===== config.mk =====
export PLATFORM = sky130hd
export DESIGN_NAME = psc_div_pipe
export DESIGN_NICKNAME = d
export VERILOG_FILES = /design/src/psc_pkg.sv /design/src/psc_div_pipe.sv
export SDC_FILE = /design/constraint.sdc
export NUM_CORES = 2
export LEC_CHECK = 0
export BUFFER_PORTS_ARGS = -buffer_cell sky130_fd_sc_hd__buf_2
export CAP_MARGIN = 40
export CORE_MARGIN = 4
export CORE_UTILIZATION = 58
export CTS_BUF_LIST = sky130_fd_sc_hd__clkbuf_8 sky130_fd_sc_hd__clkbuf_16
export DETAILED_ROUTE_END_ITERATION = 6
export PLACE_DENSITY = 0.77
export SLEW_MARGIN = 0
export SYNTH_ARGS = -nofsm -noshare
export SYNTH_HDL_FRONTEND = slang
export SYNTH_SLANG_ARGS = --single-unit

===== constraint.sdc =====
create_clock -name i_clk -period 3.7 [get_ports i_clk]
set_input_delay 0.74 -clock i_clk [delete_from_list [all_inputs] [get_ports i_clk]]
set_output_delay 0.74 -clock i_clk [all_outputs]
set_load 0.02 [all_outputs]

===== src/psc_pkg.sv =====
// shared constants, types and helpers for the pressure sensor compensation unit
// no dependencies
`timescale 1ns / 1ps

package psc_pkg;

    localparam int DIV_WIDTH = 32;

    localparam logic [31:0] B6_OFFSET   = 32'd4000;
    localparam logic [31:0] B7_SCALE    = 32'd50000;
    localparam logic [31:0] P_COEF_SQ   = 32'd3038;
    localparam logic [31:0] P_COEF_LIN  = 32'hFFFF_E343;  // -7357
    localparam logic [31:0] P_OFFSET    = 32'd3791;
    localparam logic [31:0] B4_OFFSET   = 32'd32768;

    typedef enum logic [1:0] {
        REG_CAL_A = 2'd0,
        REG_CAL_B = 2'd1,
        REG_CAL_C = 2'd2
    } t_reg_idx;

    typedef struct packed {
        logic [31:0] ac1;
        logic [31:0] ac2;
        logic [31:0] ac3;
        logic [31:0] ac4;
        logic [31:0] ac5;
        logic [31:0] ac6;
        logic [31:0] b1;
        logic [31:0] b2;
        logic [31:0] mc;
        logic [31:0] md;
    } t_cal;

    function automatic logic [31:0] sx16(input logic [15:0] v);
        return {{16{v[15]}}, v};
    endfunction

    function automatic logic [31:0] sra32(input logic [31:0] v, input logic [4:0] n);
        return $unsigned($signed(v) >>> n);
    endfunction

endpackage


===== src/psc_div_pipe.sv =====
// pipelined unsigned restoring divider, one quotient bit per stage
// depends on psc_pkg
`timescale 1ns / 1ps

module psc_div_pipe import psc_pkg::*; #(
    parameter int W      = DIV_WIDTH,
    parameter int SIDE_W = 1
) (
    input  logic              i_clk,
    input  logic              i_rst_n,
    input  logic              i_en,
    input  logic              i_valid,
    input  logic [W-1:0]      i_num,
    input  logic [W-1:0]      i_den,
    input  logic [SIDE_W-1:0] i_side,
    output logic              o_valid,
    output logic [W-1:0]      o_quot,
    output logic [SIDE_W-1:0] o_side
);

    logic              r_v    [W];
    logic [W-1:0]      r_rem  [W];
    logic [W-1:0]      r_num  [W];
    logic [W-1:0]      r_den  [W];
    logic [SIDE_W-1:0] r_side [W];

    for (genvar k = 0; k < W; k++) begin : g_stage
        logic              w_v;
        logic [W-1:0]      w_rem;
        logic [W-1:0]      w_num;
        logic [W-1:0]      w_den;
        logic [SIDE_W-1:0] w_side;
        logic [W:0]        w_trial;
        logic [W:0]        w_diff;
        logic [W-1:0]      n_rem;
        logic [W-1:0]      n_num;

        if (k == 0) begin : g_first
            assign w_v    = i_valid;
            assign w_rem  = '0;
            assign w_num  = i_num;
            assign w_den  = i_den;
            assign w_side = i_side;
        end else begin : g_next
            assign w_v    = r_v[k-1];
            assign w_rem  = r_rem[k-1];
            assign w_num  = r_num[k-1];
            assign w_den  = r_den[k-1];
            assign w_side = r_side[k-1];
        end

        always_comb begin
            w_trial = {w_rem, w_num[W-1]};
            w_diff  = w_trial - {1'b0, w_den};
            if (!w_diff[W]) begin
                n_rem = w_diff[W-1:0];
                n_num = {w_num[W-2:0], 1'b1};
            end else begin
                n_rem = w_trial[W-1:0];
                n_num = {w_num[W-2:0], 1'b0};
            end
        end

        always_ff @(posedge i_clk) begin
            if (!i_rst_n) begin
                r_v[k] <= 1'b0;
            end else if (i_en) begin
                r_v[k] <= w_v;
            end
        end

        always_ff @(posedge i_clk) begin
            if (i_en) begin
                r_rem[k]  <= n_rem;
                r_num[k]  <= n_num;
                r_den[k]  <= w_den;
                r_side[k] <= w_side;
            end
        end
    end

    assign o_valid = r_v[W-1];
    assign o_quot  = r_num[W-1];
    assign o_side  = r_side[W-1];

endmodule


---- Word level (Yosys, flattened, before mapping) ----
Memory sizes are Yosys's and may differ from the RTL's.
Cells that the tools add are included.
W data, S select, Z words.
storage, ports and cells
  register bits after elaboration ......... 0
  RAM bits ................................ 3136
  memories ................................ 5
memory list
  memory  depth  bits a word  rd ports  clocked after memory_dff  write ports  line                text
  r_den   32     32           31        0                         32           psc_div_pipe.sv:24  logic [W-1:0] r_den [W];
  r_num   32     32           32        0                         32           psc_div_pipe.sv:23  logic [W-1:0] r_num [W];
  r_rem   32     32           31        0                         32           psc_div_pipe.sv:22  logic [W-1:0] r_rem [W];
  r_side  32     1            32        0                         32           psc_div_pipe.sv:25  logic [SIDE_W-1:0] r_side [W];
  r_v     32     1            32        0                         32           psc_div_pipe.sv:21  logic r_v [W];
cells by class
  $add $sub $neg .......................... 32
  multiplexer cells ....................... 101
  bitwise operators ....................... 32
operators with widths
  operator          count
  $mux W32          32
  $sub A33 B32 Y33  31
  $mux W1           69
  $sub A1 B32 Y33   1
  $or A1 B1 Y1      32

---- Longest topological paths before layout ----
  depth after elaboration ................. 4
  depth in mapped cells ................... 16
  depth with buffers taken out ............ 15

---- Worst setup path after synthesis ----
No wires, ideal clock.
  path type ............................... reg2reg
  start point ............................. mem r_den[15][0] in the netlist's numbering
  end point ............................... mem r_rem[8][10] in the netlist's numbering (data pin)
  library setup time ...................... 260 ps
  arrival time ............................ 3411 ps
  data required time ...................... 3440 ps
  slack ................................... 28 ps
  cell stages (with the launch flop) ...... 16
  buffers on the path ..................... 1
  clock period less this slack ............ 3672 ps
  path through ............................ edfxtp_1 > ha_1 > fa_1 > nor2b_1 > o21ai_1 > a21boi_2 > o21ai_1 > a21boi_2 > a21oi_2 > o2111a_1 > or4b_1 > and3_4 > nor3_4 > inv_2 > buf_6 > mux2_4
RTL lines
  item         line
  from (decl)  psc_div_pipe.sv:24
  to (decl)    psc_div_pipe.sv:22

==> out/metrics.csv <==
metric,value,unit
total number of vias,102528,
last element of the critical path,r_rem[1][62],
Bufs on Longest Clock Path,4,
area growth from synthesis to final layout,21.40,%
Top Ports,103,
Crit. End Element,flop,
Finished Cell Area,189300,um2
PwrDens,1014,nW/um2
WP data required,4360,ps
period utilisation layout,107.1,%
core area,267700,um2
Tmin final,3963,ps
placed cells,16437,
failing checks,negative setup slack,
pin slew with the least headroom to its limit,836.4,ps
clk slew on worst S/H paths,60,ps
synth top area cells,"edfxtp_1, ha_1, mux2_2, xnor2_1, inv_1",
post-synth top area cell,edfxtp_1,
PnR worst setup slack,-262.7,ps
Crit path max-delay family,compound AO/OA/AOI/OAI gates,
Worst path most repeated cell,buf_4,
clk sinks,3072,
share of layout cells above drive strength 1,23.65,%
Rel. slew slack,44.24,%
H-tree depth,5,
final setup fails,604,
Total GRT Usage,25.67,%
maximum clock frequency,0.2524,GHz
Synth top area share,59.13,%
initial cell density of the core,58.26,%
cells along the critical path,ha_4 > fa_2 > nor2b_2 > o21ai_2 > a21boi_1 > buf_4 > a21oi_4 > a211oi_4 > a21bo_4 > o31a_1 > a221oi_2 > a31oi_1 > buf_4 > xor2_4 > buf_12 > clkbuf_16 > mux2_4,
Worst-Skew Late Latency,950,ps
"commonest non-fill, non-tap cell in the layout",edfxtp_1,
drt first pass iters,6,
VDD IR max,0.5089,mV
share of async-settable or async-resettable flops after synthesis,0,%
total grt overflow,0,
Die X,526.6,um
max cap viols,0,
crit path max-delay cell type,edfxtp_1,
vias in the first global route,104369,
skew final,70.87,ps
post-synthesis cell area,156000,um2
CP Launch Point,r_den[2][0],
Hold Fails Final Rpt,0,
Gate Count Post-Synth,12037,
most frequent cells in the layout,"edfxtp_1, inv_1, buf_4",
first-pass GRT wire length,571700,um
CP arrival,4620,ps
CP Max Fanout,7,
reg2reg path depth,17,
die height,526.6,um
Final Max Slew Viols,0,
post-layout util,70.74,%
critical path depth in cells,17,
reg-to-reg startpoint,r_den[2][0],
"Seq/Total Area, Yosys",59.14,%
slowest cell delay on critical path,480,ps
CTS tree,yes,
Critical path buffers and inverters,4,
RSZ-0062 raised after global routing,yes,
CTS buffer count,324,
clk root buf,clkbuf_16,
"EDFF count, synth",3071,
DR WL/cell,21.30,um
Tightest Hold Check Type,in2reg,
largest net degree at the start of global routing,119,
"Primary FF master, synth",edfxtp_1,
Unique masters post-synth,104,
Ys Warns,0,
Syn Area/Cell,12.96,um2
Startpoint Class,flop,
Setup CP Type,reg2reg,
run status,finished with violations,
nets,14761,
"non-filler cells, final",17480,
Seq cells post-synth,3072,
DRC Markers,0,
final antenna-violating net count,0,
# fillers,17502,
static leakage,0.07937,uW
initial drt markers,8480,
routed wire length,372400,um
gpl congestion,0.9571,
Vias/cell,5.865,
WHS,98.37,ps
Seq. cell area,92240,um2
Port Buffer Count,102,
DP Area,168300,um2
multi-input combinational cell area,62840,um2
FP Rows,190,
reg2reg end,r_rem[1][62],
Die Footprint,277300,um2
post-DP HPWL,238500,um
initial antenna violation count,3,
Setup WS pre-CTS,-565.6,ps
R2R Setup Slk,-260,ps
==> repair_timing <==
action                                  4_1_cts  5_1_grt
gates cloned                                 69       12
buffers inserted                            234      123
endpoints found under the setup margin      975      954
hold buffers                                 62        0
resized for setup                           860      482
pin swaps                                   217      230
hold endpoints to repair                     62        0
==> worst register-to-register path: stages, from the launching register on <==
cell,delay (ps)
edfxtp_1,480
ha_4,220
fa_2,350
nor2b_2,140
o21ai_2,80
a21boi_1,210
buf_4,170
a21oi_4,70
a211oi_4,350
a21bo_4,200
o31a_1,190
a221oi_2,80
a31oi_1,170
buf_4,150
xor2_4,160
buf_12,160
clkbuf_16,200
mux2_4,310
==> report_power, final <==
part / total, uW / internal (uW) / switching (uW)
Clock: 32700 / 19000 / 13800
Combinational: 103000 / 55000 / 48300
Sequential: 56000 / 50700 / 5260
==> Yosys cell counts, types with 56 or more instances <==
cell type / instances
o21a_1: 143
mux2_2: 666
a21o_1: 464
mux2_4: 95
nand3_1: 178
o21bai_1: 95
ha_1: 993
a31oi_1: 91
buf_2: 59
xnor2_1: 551
inv_1: 1233
nor2_1: 532
nor3_1: 106
o21ai_0: 476
nand2_1: 518
nor2b_1: 141
a21oi_1: 886
and3_1: 113
mux2i_1: 75
nand2b_1: 103
xor2_1: 283
edfxtp_1: 3071
clkbuf_1: 155
or3_1: 56
nand4_1: 82
==> layer usage <==
layer,up-vias,routed length (um),track usage (%)
met2,3194,183600,44.28
met4,0,14280,8.808
met1,50490,155500,33.69
met5,-,0,0
met3,880,18950,3.219
li1,47964,-,-
==> registers in the layout (all words and copies together), names as in the netlist <==
signal	cells
r_den	992
r_num	1024
r_rem	992
r_side	32
r_v	32
==> metrics by stage <==
step,total power [uW],setup TNS (ps)
global placement,131700,-201830
CTS,185700,-65700
finish,192000,-63430
global route,202100,-149510
detailed placement,134300,-272070
floorplan,110500,0
==> final cells by class <==
type	count	area share (%)
antenna	3	0.003965
clock buffer	334	4.414
clock inverter	248	1.211
inverter	1235	2.456
multi-input combinational	7497	33.19
sequential	3072	48.71
tap	3552	2.347
timing repair buffer	1539	7.663
==> worst min-delay path by stage <==
stage	start	endpoint	slack, ps	depth (start not counted)
final	i_num[11]	r_num[0][12]	100	1
after global routing	i_num[11]	r_num[0][12]	40	1
after CTS	i_num[11]	r_num[0][12]	20	1
after detailed placement	r_num[9][21]	r_num[10][22]	400	0
after global placement	r_num[26][29]	r_num[27][30]	400	0
after floorplan	r_num[9][9]	r_num[10][10]	400	0
==> cell families (layout without fill, tap and decap cells) <==
kind of cell / Yosys count / after routing / synth area share, %
other: 1 / 18 / 0.002404
adders and majority gates: 1023 / 1023 / 8.351
and+or+nand+nor: 2021 / 2021 / 6.313
AOI/OAI and AO/OA: 2723 / 2723 / 11.23
xor gates and xnor gates: 843 / 843 / 4.777
DFF: 3072 / 3072 / 59.14
buffers and inverters: 1482 / 3356 / 3.722
muxes: 872 / 872 / 6.465
Note: power is estimated with default switching activity, not from simulation.
